<file path="src/rtl/core/bsfr_pkg.sv">
// Shared constants, codes and types of the byte-stuffed frame receiver.
package bsfr_pkg;

    // Frame body size limit and the widths that follow from it.
    localparam int MAX_BODY_BYTES = 64;
    localparam int COUNT_W        = $clog2(MAX_BODY_BYTES + 1);
    localparam int INDEX_W        = 6;
    localparam int LENGTH_W       = 7;

    // Result queue geometry.
    localparam int FIFO_DEPTH = 4;
    localparam int PTR_W      = $clog2(FIFO_DEPTH);
    localparam int FCNT_W     = $clog2(FIFO_DEPTH + 1);

    // Line codes.
    localparam logic [7:0] FLAG_BYTE  = 8'h7E;
    localparam logic [7:0] ESC_BYTE   = 8'h7D;
    localparam logic [7:0] ESC_FLAG   = 8'h5E;
    localparam logic [7:0] ESC_ESC    = 8'h5D;
    localparam logic [7:0] ESC_XON    = 8'h31;
    localparam logic [7:0] ESC_XOFF   = 8'h33;
    localparam logic [7:0] XON_BYTE   = 8'h11;
    localparam logic [7:0] XOFF_BYTE  = 8'h13;
    localparam logic [7:0] SUM_GOOD   = 8'hFF;

    typedef enum logic {
        KIND_DATA = 1'b0,
        KIND_END  = 1'b1
    } kind_t;

    typedef struct packed {
        kind_t               kind;
        logic [7:0]          payload;
        logic [INDEX_W-1:0]  index;
        logic [LENGTH_W-1:0] length;
        logic                sum_ok;
        logic                overflowed;
        logic                is_last;
    } result_t;

    typedef struct packed {
        logic               in_frame;
        logic               escape_pending;
        logic [COUNT_W-1:0] count;
        logic [7:0]         sum;
        logic               overflow_seen;
    } frame_state_t;

endpackage

</file>
<file path="src/rtl/core/bsfr_decode.sv">
// Per-byte deframing and unstuffing logic: next frame state and up to two results.
module bsfr_decode
(
    input  bsfr_pkg::frame_state_t cur,
    input  logic [7:0]             rx_byte,
    output bsfr_pkg::frame_state_t nxt,
    output bsfr_pkg::result_t      res0,
    output bsfr_pkg::result_t      res1,
    output logic [1:0]             res_count
);

    logic                         first_en;
    logic                         second_en;
    logic                         close_en;
    logic                         esc_next;
    logic                         open_en;
    logic [7:0]                   first_b;
    logic                         first_ok;
    logic                         second_ok;
    logic [bsfr_pkg::COUNT_W-1:0] count1;
    logic [bsfr_pkg::COUNT_W-1:0] count2;
    logic [7:0]                   sum1;
    logic [7:0]                   sum2;
    logic                         ov1;
    logic                         ov2;
    bsfr_pkg::result_t            res_a;
    bsfr_pkg::result_t            res_b;

    // Classify the byte against the current framing state.
    always_comb
    begin
        first_en  = 1'b0;
        second_en = 1'b0;
        close_en  = 1'b0;
        esc_next  = 1'b0;
        open_en   = 1'b0;
        first_b   = rx_byte;
        if (!cur.in_frame)
        begin
            open_en = (rx_byte == bsfr_pkg::FLAG_BYTE);
        end
        else if (cur.escape_pending)
        begin
            first_en = 1'b1;
            unique case (rx_byte)
                bsfr_pkg::ESC_FLAG: first_b = bsfr_pkg::FLAG_BYTE;
                bsfr_pkg::ESC_ESC:  first_b = bsfr_pkg::ESC_BYTE;
                bsfr_pkg::ESC_XON:  first_b = bsfr_pkg::XON_BYTE;
                bsfr_pkg::ESC_XOFF: first_b = bsfr_pkg::XOFF_BYTE;
                default:
                begin
                    // Unknown escape: keep the escape byte, then treat this byte normally.
                    first_b   = bsfr_pkg::ESC_BYTE;
                    close_en  = (rx_byte == bsfr_pkg::FLAG_BYTE);
                    esc_next  = (rx_byte == bsfr_pkg::ESC_BYTE);
                    second_en = !close_en && !esc_next;
                end
            endcase
        end
        else if (rx_byte == bsfr_pkg::ESC_BYTE)
        begin
            esc_next = 1'b1;
        end
        else if (rx_byte == bsfr_pkg::FLAG_BYTE)
        begin
            close_en = 1'b1;
        end
        else
        begin
            first_en = 1'b1;
        end
    end

    // Two chained keep steps; each drops its byte once the body is full.
    always_comb
    begin
        first_ok  = first_en && (cur.count < bsfr_pkg::COUNT_W'(bsfr_pkg::MAX_BODY_BYTES));
        count1    = first_ok ? cur.count + bsfr_pkg::COUNT_W'(1) : cur.count;
        sum1      = first_ok ? cur.sum + first_b : cur.sum;
        ov1       = cur.overflow_seen || (first_en && !first_ok);

        second_ok = second_en && (count1 < bsfr_pkg::COUNT_W'(bsfr_pkg::MAX_BODY_BYTES));
        count2    = second_ok ? count1 + bsfr_pkg::COUNT_W'(1) : count1;
        sum2      = second_ok ? sum1 + rx_byte : sum1;
        ov2       = ov1 || (second_en && !second_ok);
    end

    always_comb
    begin
        res_a            = '0;
        res_a.kind       = bsfr_pkg::KIND_DATA;
        res_a.payload    = first_b;
        res_a.index      = bsfr_pkg::INDEX_W'(cur.count);

        res_b            = '0;
        if (close_en)
        begin
            res_b.kind       = bsfr_pkg::KIND_END;
            res_b.length     = bsfr_pkg::LENGTH_W'(count1);
            res_b.sum_ok     = (sum1 == bsfr_pkg::SUM_GOOD) && !ov1;
            res_b.overflowed = ov1;
        end
        else
        begin
            res_b.kind    = bsfr_pkg::KIND_DATA;
            res_b.payload = rx_byte;
            res_b.index   = bsfr_pkg::INDEX_W'(count1);
        end

        // Pack the results that were produced into the low slots, in order.
        res0         = first_ok ? res_a : res_b;
        res1         = res_b;
        res0.is_last = !(first_ok && (close_en || second_ok));
        res1.is_last = 1'b1;
        res_count    = {1'b0, first_ok} + {1'b0, close_en || second_ok};
    end

    always_comb
    begin
        nxt = cur;
        if (open_en)
        begin
            nxt = '0;
            nxt.in_frame = 1'b1;
        end
        else if (cur.in_frame)
        begin
            nxt.in_frame       = !close_en;
            nxt.escape_pending = esc_next;
            nxt.count          = count2;
            nxt.sum            = sum2;
            nxt.overflow_seen  = ov2;
        end
    end

endmodule

</file>
<file path="src/rtl/core/bsfr_result_fifo.sv">
// Small result queue that takes up to two results a cycle and hands out one per beat.
module bsfr_result_fifo
(
    input  logic                clk,
    input  logic                rst_n,
    input  logic [1:0]          push_count,
    input  bsfr_pkg::result_t   push0,
    input  bsfr_pkg::result_t   push1,
    input  logic                pop,
    output bsfr_pkg::result_t   head,
    output logic                not_empty,
    output logic                almost_full
);

    bsfr_pkg::result_t           entry_reg [bsfr_pkg::FIFO_DEPTH];
    logic [bsfr_pkg::PTR_W-1:0]  wr_ptr_reg;
    logic [bsfr_pkg::PTR_W-1:0]  wr_ptr_next;
    logic [bsfr_pkg::PTR_W-1:0]  rd_ptr_reg;
    logic [bsfr_pkg::PTR_W-1:0]  rd_ptr_next;
    logic [bsfr_pkg::FCNT_W-1:0] count_reg;
    logic [bsfr_pkg::FCNT_W-1:0] count_next;

    always_comb
    begin
        wr_ptr_next = wr_ptr_reg + bsfr_pkg::PTR_W'(push_count);
        rd_ptr_next = pop ? rd_ptr_reg + bsfr_pkg::PTR_W'(1) : rd_ptr_reg;
        count_next  = count_reg + bsfr_pkg::FCNT_W'(push_count)
                      - bsfr_pkg::FCNT_W'(pop);
    end

    always_ff @(posedge clk or negedge rst_n)
    begin
        if (!rst_n)
        begin
            wr_ptr_reg <= '0;
            rd_ptr_reg <= '0;
            count_reg  <= '0;
        end
        else
        begin
            wr_ptr_reg <= wr_ptr_next;
            rd_ptr_reg <= rd_ptr_next;
            count_reg  <= count_next;
        end
    end

    always_ff @(posedge clk)
    begin
        if (push_count != 2'd0)
        begin
            entry_reg[wr_ptr_reg] <= push0;
        end
        if (push_count == 2'd2)
        begin
            entry_reg[wr_ptr_reg + bsfr_pkg::PTR_W'(1)] <= push1;
        end
    end

    assign head        = entry_reg[rd_ptr_reg];
    assign not_empty   = (count_reg != '0);
    assign almost_full = (count_reg > bsfr_pkg::FCNT_W'(bsfr_pkg::FIFO_DEPTH - 2));

    a_count_in_range: assert property (@(posedge clk) disable iff (!rst_n)
        count_reg <= bsfr_pkg::FCNT_W'(bsfr_pkg::FIFO_DEPTH))
        else $error("result queue count out of range");

    a_no_pop_empty: assert property (@(posedge clk) disable iff (!rst_n)
        pop |-> not_empty)
        else $error("result queue popped while empty");

    a_push_fits: assert property (@(posedge clk) disable iff (!rst_n)
        (push_count != 2'd0) |-> (!almost_full && push_count != 2'd3))
        else $error("result queue pushed without room");

endmodule

</file>
<file path="src/rtl/core/byte_stuffed_frame_receiver.sv">
// Top level of the byte-stuffed frame receiver: framing state, decoder and result queue.
//
// Usage: raw serial bytes enter on the byte channel (byte_valid, byte_stall,
// rx_byte). Outside a frame every byte but the 0x7E flag is discarded; inside a
// frame the escape sequences are undone and each body byte leaves on the result
// channel (result_valid, result_stall and the result fields) with its index.
// The closing flag produces an end beat with the frame length, the sum check
// and the overflow flag. One input byte yields zero, one or two result beats,
// and is_last marks the final beat of each byte.
//
// A result enters the result queue when its byte is accepted and is shown once
// the results ahead of it have left. Bytes enter one per cycle while byte_stall
// is low, and results leave one beat per cycle while result_stall is low.
// The decoder sits directly in front of a four-entry result queue. byte_stall
// rises when three or more results are waiting, so the block keeps accepting
// bytes while the receiver holds a result, until three results are waiting.
// Body bytes past the size limit are dropped and reported as overflow.
// Reset (rst_n low, asynchronous) returns the block to flag hunting and empties
// the queue.
module byte_stuffed_frame_receiver
(
    input  logic       clk,
    input  logic       rst_n,

    input  logic       byte_valid,
    output logic       byte_stall,
    input  logic [7:0] rx_byte,

    output logic       result_valid,
    input  logic       result_stall,
    output logic       item_kind,
    output logic [7:0] payload_byte,
    output logic [5:0] byte_index,
    output logic [6:0] frame_length,
    output logic       sum_ok,
    output logic       overflowed,
    output logic       is_last
);

    bsfr_pkg::frame_state_t state_reg;
    bsfr_pkg::frame_state_t state_next;
    bsfr_pkg::result_t      res0;
    bsfr_pkg::result_t      res1;
    bsfr_pkg::result_t      head;
    logic [1:0]             res_count;
    logic [1:0]             push_count;
    logic                   byte_accept;
    logic                   result_pop;
    logic                   queue_not_empty;
    logic                   queue_almost_full;

    assign byte_accept = byte_valid && !byte_stall;
    assign result_pop  = result_valid && !result_stall;
    assign push_count  = byte_accept ? res_count : 2'd0;

    bsfr_decode u_decode
    (
        .cur       (state_reg),
        .rx_byte   (rx_byte),
        .nxt       (state_next),
        .res0      (res0),
        .res1      (res1),
        .res_count (res_count)
    );

    // The framing state only advances on an accepted byte.
    always_ff @(posedge clk or negedge rst_n)
    begin
        if (!rst_n)
        begin
            state_reg <= '0;
        end
        else if (byte_accept)
        begin
            state_reg <= state_next;
        end
    end

    bsfr_result_fifo u_result_fifo
    (
        .clk         (clk),
        .rst_n       (rst_n),
        .push_count  (push_count),
        .push0       (res0),
        .push1       (res1),
        .pop         (result_pop),
        .head        (head),
        .not_empty   (queue_not_empty),
        .almost_full (queue_almost_full)
    );

    assign byte_stall   = queue_almost_full;
    assign result_valid = queue_not_empty;
    assign item_kind    = logic'(head.kind);
    assign payload_byte = head.payload;
    assign byte_index   = head.index;
    assign frame_length = head.length;
    assign sum_ok       = head.sum_ok;
    assign overflowed   = head.overflowed;
    assign is_last      = head.is_last;

    // An end beat is always the final result of its byte.
    a_end_is_last: assert property (@(posedge clk) disable iff (!rst_n)
        (result_valid && item_kind) |-> is_last)
        else $error("end of frame beat not marked last");

endmodule

</file>
<file path="config.mk">
export PLATFORM = sky130hd
export DESIGN_NAME = byte_stuffed_frame_receiver
export DESIGN_NICKNAME = d
export VERILOG_FILES = /design/src/rtl/core/bsfr_pkg.sv /design/src/rtl/core/bsfr_decode.sv /design/src/rtl/core/bsfr_result_fifo.sv /design/src/rtl/core/byte_stuffed_frame_receiver.sv
export SDC_FILE = /design/constraint.sdc
export NUM_CORES = 1
export LEC_CHECK = 0
export BUFFER_PORTS_ARGS = -buffer_cell sky130_fd_sc_hd__clkbuf_2
export CAP_MARGIN = 25
export CORE_MARGIN = 2
export CORE_UTILIZATION = 55
export DETAILED_ROUTE_END_ITERATION = 6
export PLACE_DENSITY = 0.73
export RECOVER_POWER = 50
export SLEW_MARGIN = 40
export SYNTH_ARGS = -nofsm -noshare
export SYNTH_HDL_FRONTEND = slang
export SYNTH_SLANG_ARGS = --single-unit
</file>
<file path="constraint.sdc">
create_clock -name clk -period 10.7 [get_ports clk]
set_input_delay 0.535 -clock clk [delete_from_list [all_inputs] [get_ports clk]]
set_output_delay 0.535 -clock clk [all_outputs]
set_load 0.005 [all_outputs]
</file>
Word level (Yosys, flattened, before mapping)
Memory sizes are Yosys's and may differ from the RTL's.
Index checks and enable logic that the tools add are counted.
{"block": "op_classes", "n_eq_ne": 8, "magnitude_cmp": 3, "addsub": 10, "n_mux": 34, "reduce_logical": 26}
{"cell": "18-bit two-way mux", "count": 2}
{"cell": "8-bit by 7-bit equality test with 1-bit output (second input constant)", "count": 4}
{"cell": "8-bit two-way mux", "count": 4}
{"cell": "25-bit two-way mux", "count": 1}
{"cell": "1-bit two-way mux", "count": 21}
{"cell": "7-bit one-hot mux with 3 select lines", "count": 1}
{"cell": "8-bit adder", "count": 2}
{"cell": "8-bit by 6-bit equality test with 1-bit output (second input constant)", "count": 2}
{"cell": "7-bit by 1-bit adder with 7-bit output (second input constant)", "count": 2}
{"cell": "7-bit less-than comparator (second input constant)", "count": 2}
{"cell": "14-bit two-way mux", "count": 1}
{"cell": "7-bit two-way mux", "count": 2}
{"cell": "1-bit logical AND", "count": 9}
{"cell": "1-bit zero test", "count": 9}
{"cell": "9-bit two-way mux", "count": 1}
{"cell": "8-bit equality test (second input constant)", "count": 1}
{"cell": "2-bit by 1-bit adder with 2-bit output (second input constant)", "count": 2}
{"cell": "2-bit nonzero test", "count": 2}
{"cell": "4-bit OR reduction", "count": 1}
{"cell": "3-bit by 2-bit adder with 3-bit output", "count": 1}
{"cell": "3-bit by 2-bit greater-than comparator with 1-bit output (second input constant)", "count": 1}
{"cell": "1-bit logical OR", "count": 3}
{"cell": "3-bit nonzero test", "count": 1}
{"cell": "3-bit by 1-bit subtractor with 3-bit output", "count": 1}
{"cell": "5 further kinds", "count": 5}
{"block": "totals", "ramBits": 100, "elab_cells": 90, "out_inout_bits": 27, "n_memories": 1, "regBits": 25}
{"memory": "u_result_fifo.entry_reg", "depth": 4, "word_bits": 25, "read_ports": 1, "rd_ports_with_merged_regs": 0, "write_ports": 2, "line_no": "bsfr_result_fifo.sv:15", "rtl": "bsfr_pkg::result_t entry_reg [bsfr_pkg::FIFO_DEPTH];"}

Logic depth before layout (Yosys ltp)
{"block": "logic_depth", "word_depth": 15, "ltp_mapped": 21, "mapped_depth_nobuf": 20}

Cells and area by module
A second synthesis with hierarchy kept.
{"block": "unflattened", "cells_unflattened": 626, "hier_area_um2": 8039.0}
{"mod": "bsfr_result_fifo", "instances": 1, "cells_per_inst": 283, "area_per_inst_um2": 5287.6}
{"mod": "bsfr_decode", "instances": 1, "cells_per_inst": 301, "area_per_inst_um2": 1975.6}
{"mod": "byte_stuffed_frame_receiver", "instances": 1, "cells_per_inst": 42, "area_per_inst_um2": 775.7}

Least setup slack after synthesis
No wires, ideal clock.
{"block": "synth_path", "kind": "in2reg", "startpoint": "in rx_byte[5]", "endpoint": "reg state_reg[8] (netlist bit)", "stages": 20, "arrival_time_ns": 4.502, "setup_ns": 0.125, "required_ns": 10.575, "n_path_buf": 1, "setup_slack_ns": 6.074, "cell_sequence": "buf_2 -> nand3b_4 -> nor4_1 -> a21oi_1 -> nand2_1 -> o21ai_0 -> fa_1 -> a21o_1 -> a21oi_1 -> o21bai_1 -> a21oi_1 -> xnor2_1 -> mux2_2 -> ha_1 -> or3_1 -> o21ai_0 -> xor2_1 -> or3_1 -> a31o_1 -> mux2_2"}
{"block": "synth_between", "elab_chain_len": 12, "elab_cells_between_ends": 33, "classes_between": "2 x add/sub; 1 x order compare; 6 x eq/ne; 16 x mux; 8 x reduce/logical"}
{"item": "from (decl)", "line_no": "byte_stuffed_frame_receiver.sv:27", "rtl": "input logic [7:0] rx_byte,"}
{"item": "parallel branches: the longest is 12 deep, another holds 8-bit adder"}
{"item": "to (signal assigned)", "line_no": "byte_stuffed_frame_receiver.sv:75", "rtl": "state_reg <= state_next;"}
{"item": "to (decl)", "line_no": "byte_stuffed_frame_receiver.sv:40", "rtl": "bsfr_pkg::frame_state_t state_reg;"}
Several ways; the timed one is not identified. The select of a mux whose other input is x is not followed.
A chain may end at the register's enable or synchronous reset.

==> impl_metrics.tcl <==
set metrics [dict create \
    status "finished with violations" \
    violations "capacitance limit, slew limit" \
    syn2layout_area_growth_pct 10.5 \
    worstSetupEndpointType "flop" \
    cts_sinks 125 \
    numCtsBuffers 17 \
    yosys.area.top_type_share_pct 39.5 \
    ir_worst_vdd_uv 89.5 \
    ys_ff_latch 125 \
    globalplace.congestion 0.986 \
    grt_pass1_wl_um 31300 \
    yosysUniqueCellTypes 60 \
    async_flop_share_pct 20.0 \
    core_um2 13100 \
    rows 42 \
    drv_slew 54 \
    powerDensity_nw_per_um2 173 \
    fill_cells 1072 \
    largest_reg_flops 100 \
    syn-num-nets 717 \
    ys_seq_area_share_pct 49.1 \
    required_ns 10.87 \
    holdBufCountCts 0 \
    yosys-top-cells-area "edfxtp_1 (39%), dfrtp_1 (8.6%), mux4_2 (7.7%), nand2_1 (4.0%), ha_1 (3.6%)" \
    yosysTopAreaCell "edfxtp_1" \
    hpwl_um 13800 \
    vias 5856 \
    drc 0 \
    cts_tree "done" \
    criticalPathCategory "reg2reg" \
    max_freq_mhz 171 \
    most-common-layout-cells "edfxtp_1 (96), nand2_1 (77), nor2_1 (58), o21ai_0 (52), a21oi_1 (45)" \
    cts_root_buffer "clkbuf_16" \
    dpl-instance-area_um2 7640 \
    yosys_warnings 0 \
    r2r_slack_ns 4.86 \
    hold_path.class "in2reg" \
    place.port_buffers 38 \
    worstMarginPinSlew_ns 1.80 \
    antenna_cells 0 \
    nets 744 \
    rsz0062_at_grt "no" \
    final_common_cell "edfxtp_1" \
    clock_skew_ns 0.00968 \
    fin_crit_ns 5.84 \
    syn_inst 681 \
    grt_pass1_vias 5658 \
    synth_area_um2 7300 \
    stdcell_area_um2 8070 \
    fin_crit_sh_pct 54.6 \
    post_cts_buffers 0 \
    critPathMaxFanout 25 \
    critPathArrivalTime_ns 6.01 \
    ioPinCount 39 \
    drt_iter0_drc 607 \
    die_area_um2 14200 \
    synth.avg_cell_area_um2 10.7 \
    p_leak_uw 0.00294 \
    antenna_left 0 \
    grt-ovfl-total 0 \
    finalHoldViolCount 0 \
    setup_tns_ns 0 \
    die_h_um 119 \
    routedWlPerCell_um 22.1 \
    dieWidth_um 119 \
    worstSkewPairLatency_ns 0.42 \
    ctsResizeCount 0 \
    ys.flop_type "edfxtp_1" \
    htreeDepth 4 \
    cp-start-kind "flop" \
    via_per_inst 6.54 \
    wl_um 19800 \
    synth-edff-count 96 \
    setup_viol 0 \
    dr.pass1.iters 7 \
    antenna_found_initial 0 \
    max-slew-margin-rel_pct -19.9 \
    grt_usage_pct 29.3 \
    grt_start_max_net_pins 38 \
    initial_core_util_pct 55.8 \
    cts_buffer_depth 2 \
    layout-drive-gt1-share_pct 12.7 \
    clk_pin_slew_ns 0.05 \
    cap_violations 2 \
]
routing by layer:
layer / share of wire [%] / vias to the layer above / wire length, um / global-route usage [%]
li1: - / 2599 / - / -
met3: 9.0 / 71 / 1780 / 6.42
met4: 2.7 / 0 / 543 / 11.8
met1: 42 / 2846 / 8350 / 41.0
met5: 0 / - / 0 / 0
met2: 46 / 340 / 9140 / 44.7
cell families after synthesis:
logic type	share of synthesized area [%]
simple gates	14.1
buf+inv	3.68
flops	49.1
mux	8.98
fa+ha+maj	4.42
xor+xnor	3.32
compound gates	16.3
cells in the mapped netlist, types with 2 or more instances:
library cell and number:
a21o_1 7, a21oi_1 44, a22o_1 19, a22oi_1 13, a31oi_1 3, a32o_1 3
a32oi_1 2, and2_1 5, and3_1 4, buf_1 3, buf_2 8, clkbuf_1 32
dfrtp_1 25, dfxtp_1 4, edfxtp_1 96, fa_1 3, ha_1 21, inv_1 26
mux2_2 2, mux2i_1 7, mux4_2 25, nand2_1 77, nand2b_1 6, nand3_1 14
nand3_2 2, nand4b_1 2, nor2_1 58, nor2b_1 6, nor3_1 23, nor4_1 4
o21a_1 4, o21ai_0 42, o21ai_1 15, o21bai_1 2, o221ai_1 2, o22a_1 5
o22ai_1 11, o2bb2ai_1 2, o31ai_1 2, or3_1 10, xnor2_1 13, xor2_1 11
worst paths after layout:
path | start | end | depth (start not counted)
worst max-delay path | state_reg[9]$_DFFE_PN0P_ | u_result_fifo.entry_reg[1][20]$_DFFE_PP_ | 12
max in group asynchronous | rst_n | u_result_fifo.rd_ptr_reg[0]$_DFFE_PN0P_ | 1
worst max register to register | state_reg[9]$_DFFE_PN0P_ | u_result_fifo.entry_reg[1][20]$_DFFE_PP_ | 12
worst min-delay path | result_stall | u_result_fifo.rd_ptr_reg[0]$_DFFE_PN0P_ | 3
worst min register to register | u_result_fifo.entry_reg[2][0]$_SDFFE_PP1P_ | u_result_fifo.entry_reg[2][0]$_SDFFE_PP1P_ | 1
min in group asynchronous | rst_n | state_reg[4]$_DFFE_PN0P_ | 1
worst max-delay path, stage by stage, from the launching register on:
cell	delay (ns)
dfrtp_1	0.65
ha_1	0.39
nand3_1	0.13
nor2_1	0.07
a21oi_1	0.66
nand3_1	0.86
nand2_1	0.25
ha_1	0.37
o21ai_0	0.80
nand2_1	0.11
clkbuf_1	0.70
a22o_1	0.42
a22o_1	0.18
through the flow:
| stage | hold WS [ns] | total power (uW) | setup WS [ns] | util [%] | std cells |
|---|---|---|---|---|---|
| after floorplan | 0.239 | 805 | 6.07 | - | 681 |
| after global placement | 0.441 | 914 | 5.72 | 58.4 | 865 |
| after detailed placement | 0.459 | 924 | 5.60 | 58.4 | 865 |
| after CTS | 0.153 | 1410 | 5.92 | 62.2 | 895 |
| after global routing | 0.439 | 1460 | 4.56 | 61.7 | 895 |
| final | 0.436 | 1390 | 4.86 | 61.7 | 895 |
power by group:
group | internal (uW) | switching [uW]
clock | 290 | 201
combinational | 153 | 163
sequential | 536 | 52.7
total | 978 | 416
cell type report:
cell class	count	area, um2	area share (%)
Timing Repair Buffer	51	265	3.29
Clock buffer	22	444	5.50
Tap cell	176	220	2.73
Sequential cell	125	3590	44.5
Inverter	26	97.6	1.21
Clock inverter	8	47.5	0.589
Multi-Input combinational cell	487	3410	42.2
Note: power is estimated with default switching activity, not from simulation.
